**src/els_pkg.sv**
```systemverilog
// ----------------------------------------------------------------------------
// els_pkg
// Shared types and codes for the elevator disk request scheduler.
// ----------------------------------------------------------------------------
package els_pkg;

    localparam int QUEUE_DEPTH_DEF = 16;
    localparam int LBA_W           = 24;
    localparam int TAG_W           = 8;

    typedef logic [LBA_W-1:0] lba_t;
    typedef logic [TAG_W-1:0] tag_t;

    // one stored request
    typedef struct packed {
        lba_t lba;
        tag_t tag;
    } entry_t;

    typedef enum logic {
        CMD_INSERT = 1'b0,
        CMD_TAKE   = 1'b1
    } cmd_t;

    typedef enum logic [1:0] {
        ST_INSERTED = 2'd0,
        ST_FULL     = 2'd1,
        ST_SERVED   = 2'd2,
        ST_EMPTY    = 2'd3
    } status_t;

    // finished result handed from the sequencer to the output register
    typedef struct packed {
        status_t status;
        lba_t    lba;
        tag_t    tag;
        logic    going_up;
    } result_t;

endpackage

```
**src/els_mem.sv**
```systemverilog
// ----------------------------------------------------------------------------
// els_mem
// Request store for both lists: one write port, one read port, registered read.
// ----------------------------------------------------------------------------
module els_mem #(
    parameter int ADDR_W = 5
) (
    input  logic                  clk,
    input  logic                  wr_en,
    input  logic [ADDR_W-1:0]     wr_addr,
    input  els_pkg::entry_t       wr_data,
    input  logic                  rd_en,
    input  logic [ADDR_W-1:0]     rd_addr,
    output els_pkg::entry_t       rd_data
);

    els_pkg::entry_t mem [(1 << ADDR_W)];
    els_pkg::entry_t rd_data_reg;

    always_ff @(posedge clk)
    begin
        if (wr_en)
        begin
            mem[wr_addr] <= wr_data;
        end
    end

    always_ff @(posedge clk)
    begin
        if (rd_en)
        begin
            rd_data_reg <= mem[rd_addr];
        end
    end

    assign rd_data = rd_data_reg;

endmodule

```
**src/els_ctrl.sv**
```systemverilog
// ----------------------------------------------------------------------------
// els_ctrl
// Sequencer: list bookkeeping, insertion shift loop and pop, with one shared
// address comparator.
// ----------------------------------------------------------------------------
module els_ctrl #(
    parameter int QUEUE_DEPTH = els_pkg::QUEUE_DEPTH_DEF,
    localparam int IDX_W  = $clog2(QUEUE_DEPTH),
    localparam int CNT_W  = $clog2(QUEUE_DEPTH + 1),
    localparam int ADDR_W = IDX_W + 1
) (
    input  logic                     clk,
    input  logic                     rst_n,
    input  logic                     in_valid,
    output logic                     in_ready,
    input  logic                     command,
    input  els_pkg::lba_t            request_lba,
    input  els_pkg::tag_t            request_tag,
    output logic                     res_valid,
    input  logic                     res_ready,
    output els_pkg::result_t         res,
    output logic                     mem_we,
    output logic [ADDR_W-1:0]        mem_waddr,
    output els_pkg::entry_t          mem_wdata,
    output logic                     mem_re,
    output logic [ADDR_W-1:0]        mem_raddr,
    input  els_pkg::entry_t          mem_rdata
);

    localparam int SUM_W = IDX_W + 1;
    localparam logic [SUM_W-1:0] DEPTH_S = SUM_W'(QUEUE_DEPTH);
    localparam logic [CNT_W-1:0] DEPTH_C = CNT_W'(QUEUE_DEPTH);
    localparam logic [CNT_W-1:0] ONE_C   = CNT_W'(1);

    typedef enum logic [5:0] {
        S_IDLE     = 6'b000001,
        S_DISPATCH = 6'b000010,
        S_INS_STEP = 6'b000100,
        S_INS_CMP  = 6'b001000,
        S_POP_WAIT = 6'b010000,
        S_DONE     = 6'b100000
    } state_t;

    // circular index: base + offset, folded back below the depth
    function automatic logic [IDX_W-1:0] wrap_add(input logic [IDX_W-1:0] base,
                                                   input logic [CNT_W-1:0] off);
        logic [SUM_W-1:0] sum;
        sum = SUM_W'(base) + SUM_W'(off);
        if (sum >= DEPTH_S)
        begin
            sum = sum - DEPTH_S;
        end
        return sum[IDX_W-1:0];
    endfunction

    state_t                state_reg,     state_next;
    els_pkg::cmd_t         cmd_reg,       cmd_next;
    els_pkg::lba_t         lba_reg,       lba_next;
    els_pkg::tag_t         tag_reg,       tag_next;
    logic                  sel_reg,       sel_next;      // 0 up list, 1 down list
    logic [CNT_W-1:0]      pos_reg,       pos_next;
    logic [IDX_W-1:0]      up_head_reg,   up_head_next;
    logic [IDX_W-1:0]      dn_head_reg,   dn_head_next;
    logic [CNT_W-1:0]      up_cnt_reg,    up_cnt_next;
    logic [CNT_W-1:0]      dn_cnt_reg,    dn_cnt_next;
    logic                  sweep_reg,     sweep_next;
    logic                  svc_valid_reg, svc_valid_next;
    els_pkg::lba_t         svc_lba_reg,   svc_lba_next;
    els_pkg::status_t      rs_status_reg, rs_status_next;
    els_pkg::lba_t         rs_lba_reg,    rs_lba_next;
    els_pkg::tag_t         rs_tag_reg,    rs_tag_next;

    logic [IDX_W-1:0]      cur_head;
    logic [CNT_W-1:0]      cur_cnt;
    logic [CNT_W-1:0]      tgt_cnt;
    logic [IDX_W-1:0]      phys_pos;
    logic [IDX_W-1:0]      phys_prev;
    els_pkg::lba_t         cmp_x;
    els_pkg::lba_t         cmp_y;
    logic                  cmp_lt;
    logic                  to_down;
    logic                  pick_ok;
    logic                  pick_sel;

    assign cur_head  = sel_reg ? dn_head_reg : up_head_reg;
    assign cur_cnt   = sel_reg ? dn_cnt_reg  : up_cnt_reg;
    assign phys_pos  = wrap_add(cur_head, pos_reg);
    assign phys_prev = wrap_add(cur_head, pos_reg - ONE_C);

    // shared comparator: x < y
    always_comb
    begin
        cmp_x = lba_reg;
        cmp_y = mem_rdata.lba;
        if (state_reg == S_DISPATCH)
        begin
            cmp_y = svc_lba_reg;
        end
        else if (sel_reg)
        begin
            // descending list: new goes first when new > stored
            cmp_x = mem_rdata.lba;
            cmp_y = lba_reg;
        end
    end
    assign cmp_lt = cmp_x < cmp_y;

    assign to_down = svc_valid_reg && cmp_lt;
    assign tgt_cnt = to_down ? dn_cnt_reg : up_cnt_reg;

    // list picked by a take: current direction first, else the other one
    always_comb
    begin
        pick_ok  = 1'b1;
        pick_sel = 1'b0;
        if (sweep_reg)
        begin
            if (up_cnt_reg != '0)
            begin
                pick_sel = 1'b0;
            end
            else if (dn_cnt_reg != '0)
            begin
                pick_sel = 1'b1;
            end
            else
            begin
                pick_ok = 1'b0;
            end
        end
        else
        begin
            if (dn_cnt_reg != '0)
            begin
                pick_sel = 1'b1;
            end
            else if (up_cnt_reg != '0)
            begin
                pick_sel = 1'b0;
            end
            else
            begin
                pick_ok = 1'b0;
            end
        end
    end

    always_comb
    begin
        state_next     = state_reg;
        cmd_next       = cmd_reg;
        lba_next       = lba_reg;
        tag_next       = tag_reg;
        sel_next       = sel_reg;
        pos_next       = pos_reg;
        up_head_next   = up_head_reg;
        dn_head_next   = dn_head_reg;
        up_cnt_next    = up_cnt_reg;
        dn_cnt_next    = dn_cnt_reg;
        sweep_next     = sweep_reg;
        svc_valid_next = svc_valid_reg;
        svc_lba_next   = svc_lba_reg;
        rs_status_next = rs_status_reg;
        rs_lba_next    = rs_lba_reg;
        rs_tag_next    = rs_tag_reg;
        in_ready       = 1'b0;
        res_valid      = 1'b0;
        mem_we         = 1'b0;
        mem_waddr      = {sel_reg, phys_pos};
        mem_wdata      = '{lba: lba_reg, tag: tag_reg};
        mem_re         = 1'b0;
        mem_raddr      = {sel_reg, phys_prev};

        unique case (state_reg)
            S_IDLE:
            begin
                in_ready = 1'b1;
                if (in_valid)
                begin
                    cmd_next   = els_pkg::cmd_t'(command);
                    lba_next   = request_lba;
                    tag_next   = request_tag;
                    state_next = S_DISPATCH;
                end
            end

            S_DISPATCH:
            begin
                rs_lba_next = '0;
                rs_tag_next = '0;
                if (cmd_reg == els_pkg::CMD_INSERT)
                begin
                    sel_next = to_down;
                    if (tgt_cnt == DEPTH_C)
                    begin
                        rs_status_next = els_pkg::ST_FULL;
                        state_next     = S_DONE;
                    end
                    else
                    begin
                        pos_next   = tgt_cnt;
                        state_next = S_INS_STEP;
                    end
                end
                else if (!pick_ok)
                begin
                    rs_status_next = els_pkg::ST_EMPTY;
                    svc_valid_next = 1'b0;
                    state_next     = S_DONE;
                end
                else
                begin
                    sel_next   = pick_sel;
                    sweep_next = !pick_sel;
                    mem_re     = 1'b1;
                    mem_raddr  = {pick_sel, pick_sel ? dn_head_reg : up_head_reg};
                    state_next = S_POP_WAIT;
                end
            end

            S_INS_STEP:
            begin
                if (pos_reg == '0)
                begin
                    mem_we         = 1'b1;
                    rs_status_next = els_pkg::ST_INSERTED;
                    state_next     = S_DONE;
                    if (sel_reg)
                    begin
                        dn_cnt_next = dn_cnt_reg + ONE_C;
                    end
                    else
                    begin
                        up_cnt_next = up_cnt_reg + ONE_C;
                    end
                end
                else
                begin
                    mem_re     = 1'b1;
                    state_next = S_INS_CMP;
                end
            end

            S_INS_CMP:
            begin
                mem_we = 1'b1;
                if (cmp_lt)
                begin
                    // new request goes ahead of this entry: move it one down
                    mem_wdata  = mem_rdata;
                    pos_next   = pos_reg - ONE_C;
                    state_next = S_INS_STEP;
                end
                else
                begin
                    rs_status_next = els_pkg::ST_INSERTED;
                    state_next     = S_DONE;
                    if (sel_reg)
                    begin
                        dn_cnt_next = dn_cnt_reg + ONE_C;
                    end
                    else
                    begin
                        up_cnt_next = up_cnt_reg + ONE_C;
                    end
                end
            end

            S_POP_WAIT:
            begin
                rs_status_next = els_pkg::ST_SERVED;
                rs_lba_next    = mem_rdata.lba;
                rs_tag_next    = mem_rdata.tag;
                svc_valid_next = 1'b1;
                svc_lba_next   = mem_rdata.lba;
                if (sel_reg)
                begin
                    dn_head_next = wrap_add(dn_head_reg, ONE_C);
                    dn_cnt_next  = cur_cnt - ONE_C;
                end
                else
                begin
                    up_head_next = wrap_add(up_head_reg, ONE_C);
                    up_cnt_next  = cur_cnt - ONE_C;
                end
                state_next = S_DONE;
            end

            S_DONE:
            begin
                res_valid = 1'b1;
                if (res_ready)
                begin
                    state_next = S_IDLE;
                end
            end

            default:
            begin
                state_next = S_IDLE;
            end
        endcase
    end

    assign res = '{status:   rs_status_reg,
                   lba:      rs_lba_reg,
                   tag:      rs_tag_reg,
                   going_up: sweep_reg};

    always_ff @(posedge clk or negedge rst_n)
    begin
        if (!rst_n)
        begin
            state_reg     <= S_IDLE;
            up_head_reg   <= '0;
            dn_head_reg   <= '0;
            up_cnt_reg    <= '0;
            dn_cnt_reg    <= '0;
            sweep_reg     <= 1'b1;
            svc_valid_reg <= 1'b0;
            svc_lba_reg   <= '0;
        end
        else
        begin
            state_reg     <= state_next;
            up_head_reg   <= up_head_next;
            dn_head_reg   <= dn_head_next;
            up_cnt_reg    <= up_cnt_next;
            dn_cnt_reg    <= dn_cnt_next;
            sweep_reg     <= sweep_next;
            svc_valid_reg <= svc_valid_next;
            svc_lba_reg   <= svc_lba_next;
        end
    end

    always_ff @(posedge clk)
    begin
        cmd_reg       <= cmd_next;
        lba_reg       <= lba_next;
        tag_reg       <= tag_next;
        sel_reg       <= sel_next;
        pos_reg       <= pos_next;
        rs_status_reg <= rs_status_next;
        rs_lba_reg    <= rs_lba_next;
        rs_tag_reg    <= rs_tag_next;
    end

endmodule

```
**src/elevator_disk_request_scheduler_unit.sv**
```systemverilog
// ----------------------------------------------------------------------------
// elevator_disk_request_scheduler_unit
// LOOK elevator scheduler keeping ascending and descending request lists.
// ----------------------------------------------------------------------------
// Sequence (accept to output register): a take-next passes dispatch, a store
//   read and done; with both lists empty, or for a rejected insert, dispatch
//   goes straight to done. An insert reads and shifts k < QUEUE_DEPTH entries
//   one down, then writes. One transaction at a time: none is accepted until the last result leaves the sequencer.
// Reset: asynchronous active low; both lists empty, sweep ascending, nothing
//   in service. The request store itself is not cleared and needs no pass.
// ----------------------------------------------------------------------------
module elevator_disk_request_scheduler_unit #(
    parameter int QUEUE_DEPTH = els_pkg::QUEUE_DEPTH_DEF
) (
    input  logic                 clk,
    input  logic                 rst_n,
    input  logic                 in_valid,
    output logic                 in_ready,
    input  logic                 command,
    input  logic [23:0]          request_lba,
    input  logic [7:0]           request_tag,
    output logic                 out_valid,
    input  logic                 out_ready,
    output logic [1:0]           status,
    output logic [23:0]          served_lba,
    output logic [7:0]           served_tag,
    output logic                 going_up
);

    localparam int ADDR_W = $clog2(QUEUE_DEPTH) + 1;

    // store port: up list in the lower half, down list in the upper half,
    // each list a circular buffer kept in sorted order from its head
    logic                  mem_we;
    logic [ADDR_W-1:0]     mem_waddr;
    els_pkg::entry_t       mem_wdata;
    logic                  mem_re;
    logic [ADDR_W-1:0]     mem_raddr;
    els_pkg::entry_t       mem_rdata;

    // sequencer result handshake
    logic                  res_valid;
    logic                  res_ready;
    els_pkg::result_t      res;

    // output register: sequencer can take the next transaction while a
    // result still waits here
    logic                  out_valid_reg;
    els_pkg::result_t      out_data_reg;

    els_mem #(
        .ADDR_W (ADDR_W)
    ) u_mem (
        .clk     (clk),
        .wr_en   (mem_we),
        .wr_addr (mem_waddr),
        .wr_data (mem_wdata),
        .rd_en   (mem_re),
        .rd_addr (mem_raddr),
        .rd_data (mem_rdata)
    );

    els_ctrl #(
        .QUEUE_DEPTH (QUEUE_DEPTH)
    ) u_ctrl (
        .clk         (clk),
        .rst_n       (rst_n),
        .in_valid    (in_valid),
        .in_ready    (in_ready),
        .command     (command),
        .request_lba (request_lba),
        .request_tag (request_tag),
        .res_valid   (res_valid),
        .res_ready   (res_ready),
        .res         (res),
        .mem_we      (mem_we),
        .mem_waddr   (mem_waddr),
        .mem_wdata   (mem_wdata),
        .mem_re      (mem_re),
        .mem_raddr   (mem_raddr),
        .mem_rdata   (mem_rdata)
    );

    assign res_ready = !out_valid_reg || out_ready;

    always_ff @(posedge clk or negedge rst_n)
    begin
        if (!rst_n)
        begin
            out_valid_reg <= 1'b0;
        end
        else if (res_ready)
        begin
            out_valid_reg <= res_valid;
        end
    end

    always_ff @(posedge clk)
    begin
        if (res_valid && res_ready)
        begin
            out_data_reg <= res;
        end
    end

    assign out_valid  = out_valid_reg;
    assign status     = out_data_reg.status;
    assign served_lba = out_data_reg.lba;
    assign served_tag = out_data_reg.tag;
    assign going_up   = out_data_reg.going_up;

    // busy right after taking a transaction
    a_busy_after_accept: assert property (@(posedge clk) disable iff (!rst_n)
        (in_valid && in_ready) |=> !in_ready)
        else $error("input accepted back to back");

    // only a served request carries an address and tag
    a_zero_unless_served: assert property (@(posedge clk) disable iff (!rst_n)
        (out_valid && (status != els_pkg::ST_SERVED)) |->
            ((served_lba == '0) && (served_tag == '0)))
        else $error("nonzero payload on non-served result");

    // no new transaction while the sequencer holds a finished result
    a_no_accept_while_done: assert property (@(posedge clk) disable iff (!rst_n)
        res_valid |-> !in_ready)
        else $error("input ready while result pending in sequencer");

endmodule
```
**config.mk**
```make
export PLATFORM = sky130hd
export DESIGN_NAME = elevator_disk_request_scheduler_unit
export DESIGN_NICKNAME = d
export VERILOG_FILES = /design/src/els_pkg.sv /design/src/els_mem.sv /design/src/els_ctrl.sv /design/src/elevator_disk_request_scheduler_unit.sv
export SDC_FILE = /design/constraint.sdc
export NUM_CORES = 2
export LEC_CHECK = 0
export BUFFER_PORTS_ARGS = -buffer_cell sky130_fd_sc_hd__buf_2
export CAP_MARGIN = 20
export CORE_AREA = 2 2 377 230
export CTS_BUF_LIST = sky130_fd_sc_hd__clkbuf_2 sky130_fd_sc_hd__clkbuf_4 sky130_fd_sc_hd__clkbuf_8
export DETAILED_ROUTE_END_ITERATION = 16
export DIE_AREA = 0 0 379 232
export PLACE_DENSITY = 0.86
export SKIP_CTS_REPAIR_TIMING = 1
export SLEW_MARGIN = 20
export SYNTH_ARGS = -nofsm -noshare
export SYNTH_HDL_FRONTEND = slang
export SYNTH_SLANG_ARGS = --single-unit
```
**constraint.sdc**
```tcl
create_clock -name clk -period 7.5 [get_ports clk]
set_clock_uncertainty 0.2 [all_clocks]
set_input_delay 1.5 -clock clk [delete_from_list [all_inputs] [get_ports clk]]
set_output_delay 1.5 -clock clk [all_outputs]
set_load 0.01 [all_outputs]
```
* Yosys cells after proc, flatten, opt, wreduce, memory -nomap -nowiden
Memories as Yosys holds them, arrays and structs flattened. A register that Yosys moved wholly into a read port is not among the register bits. Cells that the tools add are included.
Cells by class: mux-type cells 69, bitwise logic cells 1, reduce and logical (&&, ||, !) cells 23, order comparisons 5, equality and inequality tests 21, $add $sub $neg 12
Operators by type and width (count):
- $mux 24 | 4
- $mux 5 | 16
- $mux 32 | 2
- $pmux 24 s2 | 1
- $mux 6 | 7
- $pmux 6 s6 | 1
- $pmux 5 s3 | 2
- $lt 24x24->1 | 1
- $mux 4 | 6
- $ge 5x5->1 const B | 4
- $mux 1 | 19
- $ne 2x2->1 const B | 8
- $pmux 8 s2 | 1
- $sub 4x1->4 const B | 4
- $reduce_and 4->1 | 3
- $add 4x1->5 const B | 2
- $add 4x5->5 | 2
- $add 5x1->5 const B | 2
- $mux 2 | 5
- $pmux 5 s2 | 1
- $reduce_and 2->1 | 5
- $reduce_bool 5->1 | 2
- $sub 5x1->5 const B | 2
- $ne 2x1->1 const B | 4
- other kinds (21) | 27
Storage, ports and cells: bits in writable memories 1024, flip-flop bits (word level) 159, memories 1, output and inout bits 37, input bits 37, word-level logic and storage cells 153
Memories:
- u_mem.mem | words 32, bits a word 32, read ports 1, clocked after Yosys merged registers in 1, write ports 1, line els_mem.sv:17 | els_pkg::entry_t mem [(1 << ADDR_W)];

* Longest topological paths before layout
word-level depth 9, gate-level depth with buffers 18, depth with buffers taken out 13

* Cells and area by module
A second synthesis with hierarchy kept.
Unflattened totals: cell total of the unflattened synthesis 2905, area, all modules 48918.2 um^2
Modules (own cells, without submodules):
- els_mem | area each 40812.9 um^2, cells an instance 2260, times used 1, seq. area each 31710.4 um^2
- els_ctrl | area each 7000.5 um^2, cells an instance 606, times used 1, seq. area each 3445.8 um^2
- elevator_disk_request_scheduler_unit | area each 1104.8 um^2, cells an instance 39, times used 1, seq. area each 1076.0 um^2

* Worst setup path before layout
No wires, ideal clock.
path type reg2reg, start register u_ctrl.sel_reg, end memory u_mem.mem[0][8] (netlist bit) (data pin), arrival 5.338 ns, path buffers 6, required time 6.846 ns, path slack 1.507 ns, stages on the path, launching flop included 18, period minus slack after synthesis 5.993 ns, library setup time 0.454 ns, cell sequence edfxtp_1 -> buf_1 -> buf_1 -> buf_1 -> clkbuf_1 -> mux2i_1 -> nand2_1 -> o21ai_0 -> ha_1 -> a211o_1 -> nor3b_1 -> a31oi_1 -> a221o_1 -> a21oi_1 -> nand2b_1 -> clkbuf_1 -> clkbuf_1 -> o21ai_0
RTL lines:
- from (decl) | line els_ctrl.sv:60 | logic sel_reg, sel_next;
- from (signal assigned) | line els_ctrl.sv:341 | sel_reg <= sel_next;
- to (decl) | line els_mem.sv:17

==> results.md <==
- Routed length per instance: 30.9 um
- Met3 routed WL: 17.8 mm
- Power density over the cells: 271 nW/um^2
- Share of cells above drive strength 1: 24.5%
- Final WL: 131 mm
- Post-synth EDFFs: 1164
- Area Overhead vs Synth: 9.54%
- Max_slew headroom: 17.9%
- CTS root buf: clkbuf_8
- Die width: 379 um
- Placed cells: 3950
- Setup violations, final: 0
- Min-Delay Path Class: flip-flop to flip-flop
- CTS Buffer Depth: 3
- Initial antenna violation count: 1
- Antenna-violating nets left: 0
- Crit-path cells: nor4_2 -> nand2_1 -> nand2_1 -> mux2_2 -> ha_1 -> a21o_1 -> a21o_1 -> a221oi_1 -> o21ai_0 -> a21oi_1 -> nand2b_4 -> mux2_2
- Final period util: 80.8%
- First-pass GRT wire length: 185 mm
- Top post-synthesis cells by count: edfxtp_1, mux2i_1, mux2_2
- H-Tree Depth: 4
- Yosys warnings: 0
- Leakage: 19.5 nW
- Gate Count Post-Synth: 2806
- Overall die area: 87900 um^2
- Worst EP required: 7830 ps
- Post-route DRC: 0
- Cell accounting for the most synthesized area: edfxtp_1
- Clk sinks: 1215
- Layout Cells excl Fill: 4226
- Netlist Area Pre-Place: 50300 um^2
- Crit path time final: 6060 ps
- Metal2 WL: 58.1 mm
- CTS buffer count: 154
- CTS tree: yes
- Boundary Pins: 74
- Synth top area share: 69.5%
- Core footprint: 84500 um^2
- Via count: 28100
- FF-to-FF setup slack: 1440 ps
- Status: finished, final reports clean
- Via density per instance: 6.64
- Initial Util: 59.5%
- Final Slew Violations: 0
- Worst-Margin Slew: 1230 ps
- Number of global-route vias before repair: 27400
- HP Start: u_ctrl.rs_lba_reg[11]
- Clk slew on worst S/H paths: 70 ps
- Register area share after synthesis: 72.0%
- Hpwl dp: 70.2 mm
- WP data arrival: 6390 ps
- Post-synthesis register bit count: 1215
- Crit path largest cell delay: 810 ps
- Crit-path slowest cell: mux2_2
- Ys flop type: edfxtp_1
- Top cells by area, synth: edfxtp_1, mux2i_1, mux2_2
- Largest net degree at the start of global routing: 153
- Routability congestion estimate: 0.928
- Critical path endpoint category: flip-flop
- GR Overflow Total: 0
- RR Endpoint: u_mem.mem[19][18]
- Gr usage total: 29.6%
- Number of library cell types mapped by synthesis: 66
- WL met1: 49.2 mm
- Initial DRC count: 4372
- WHS Path Cells: 0
- CP startpoint kind: flip-flop
- Max-cap violations: 0
- RSZ-0062 raised after global routing: false
- Mean Syn Cell Area: 17.9 um^2
- DR pass1 iterations: 6
- Critical path class: flip-flop to flip-flop
- Fin. Hold Viols: 0
- Worst-skew pair later-pin latency: 830 ps
- Row cnt: 83
- Worst r2r path cells: 12
- Asr flop ratio synth: 4.20%
- Reg2reg start: u_ctrl.state_reg[3]
- FMAX: 165 MHz
- DIE HEIGHT: 232 um
- VDD IR max: 0.000222 V
- Worst Hold Endpoint: served_lba[11]
- Critical path fanouts, max: 35
- Setup_tns: 0 ps
- Number of flip-flops under the largest register name: 1024
- Final net count: 3038
- I/O Buffers: 73
- Top sig layer: met4
- Syn Nets: 2882
- Most frequent cell after synthesis: edfxtp_1
- Post-layout util: 65.2%
==> logic make-up after synthesis <==
group	after synthesis	share of synthesized area, %
AO/OA/AOI/OAI	264	3.70
XOR/XNOR	22	0.383
adder cells (fa/ha/maj)	39	0.999
buffers and inverters	160	2.32
flip-flops	1215	72.0
multiplexers	865	18.0
AND/OR/NAND/NOR	241	2.61
==> power by group <==
part           switching, W  total (W)  internal [W]
clock               0.00243    0.00480       0.00237
sequential         0.000132    0.00804       0.00790
combinational       0.00128    0.00210      0.000815
==> worst max-delay path by stage <==
stage                               to  slack [ps]  depth (start not counted)                start
3_3_place_gp           u_mem.mem[0][9]        1930                         12  u_ctrl.state_reg[3]
5_1_grt        u_ctrl.rs_status_reg[1]        1300                         13  u_ctrl.state_reg[3]
3_5_place_dp   u_ctrl.rs_status_reg[1]        1740                         13  u_ctrl.state_reg[3]
2_1_floorplan          u_mem.mem[0][8]        1510                         17       u_ctrl.sel_reg
6_report             u_mem.mem[19][18]        1440                         12  u_ctrl.state_reg[3]
4_1_cts        u_ctrl.rs_status_reg[1]        1720                         13  u_ctrl.state_reg[3]
==> layout make-up <==
| type | instances | area [um^2] |
|---|---|---|
| tap | 1147 | 1440 |
| clock inverter | 58 | 354 |
| fill | 5272 | 29400 |
| antenna | 2 | 5.00 |
| clock buffer | 213 | 2630 |
| timing repair buffer | 144 | 1090 |
| inverter | 16 | 60.1 |
| sequential | 1215 | 36200 |
| multi-input combinational | 1431 | 13300 |
==> cells in the final DEF, fill, tap and decap left out, types with 8 or more instances in the layout <==
cell type	synthesis	routed
edfxtp_1	1164	1164
mux2i_1	549	549
mux2_2	316	316
clkbuf_8	0	164
a22oi_1	131	131
buf_2	11	73
nand2_1	59	59
buf_4	13	58
clkbuf_4	2	49
dfrtp_1	49	49
o21ai_0	39	37
ha_1	37	37
and4_1	34	34
and2_1	34	33
nor2_4	0	32
clkinv_1	0	32
a21o_1	30	30
nor2_1	56	24
a21oi_1	24	23
inv_1	16	16
nand3_1	16	16
xnor2_1	15	15
clkinv_2	0	13
buf_12	19	9
nand4_1	8	8
==> metrics by stage <==
step / setup slack [ps] / power (W) / hold slack [ps] / cell area (um^2)
4_1_cts: 1720 / 0.0149 / 214 / 55000
3_3_place_gp: 1930 / 0.0101 / 201 / 51900
2_1_floorplan: 1510 / 0.00970 / 200 / 50300
6_report: 1440 / 0.0149 / 210 / 55100
3_5_place_dp: 1740 / 0.0102 / 205 / 52100
5_1_grt: 1300 / 0.0153 / 221 / 55100
==> routing by layer <==
layer | vias up | global-route usage, %
li1 | 11400 | -
met1 | 14000 | 41.6
met2 | 2271 | 44.0
met3 | 372 | 7.97
met4 | 0 | 13.1
met5 | - | 0
==> worst max-delay path, delay by kind of cell, from the launching register on <==
| kind | cells | cell delay [ps] |
|---|---|---|
| AND/OR/NAND/NOR | 4 | 2030 |
| AO/OA/AOI/OAI | 5 | 1530 |
| multiplexers | 2 | 1240 |
| flip-flops | 1 | 430 |
| adder cells (fa/ha/maj) | 1 | 310 |
No activity file was read; power rests on OpenSTA's default activity.
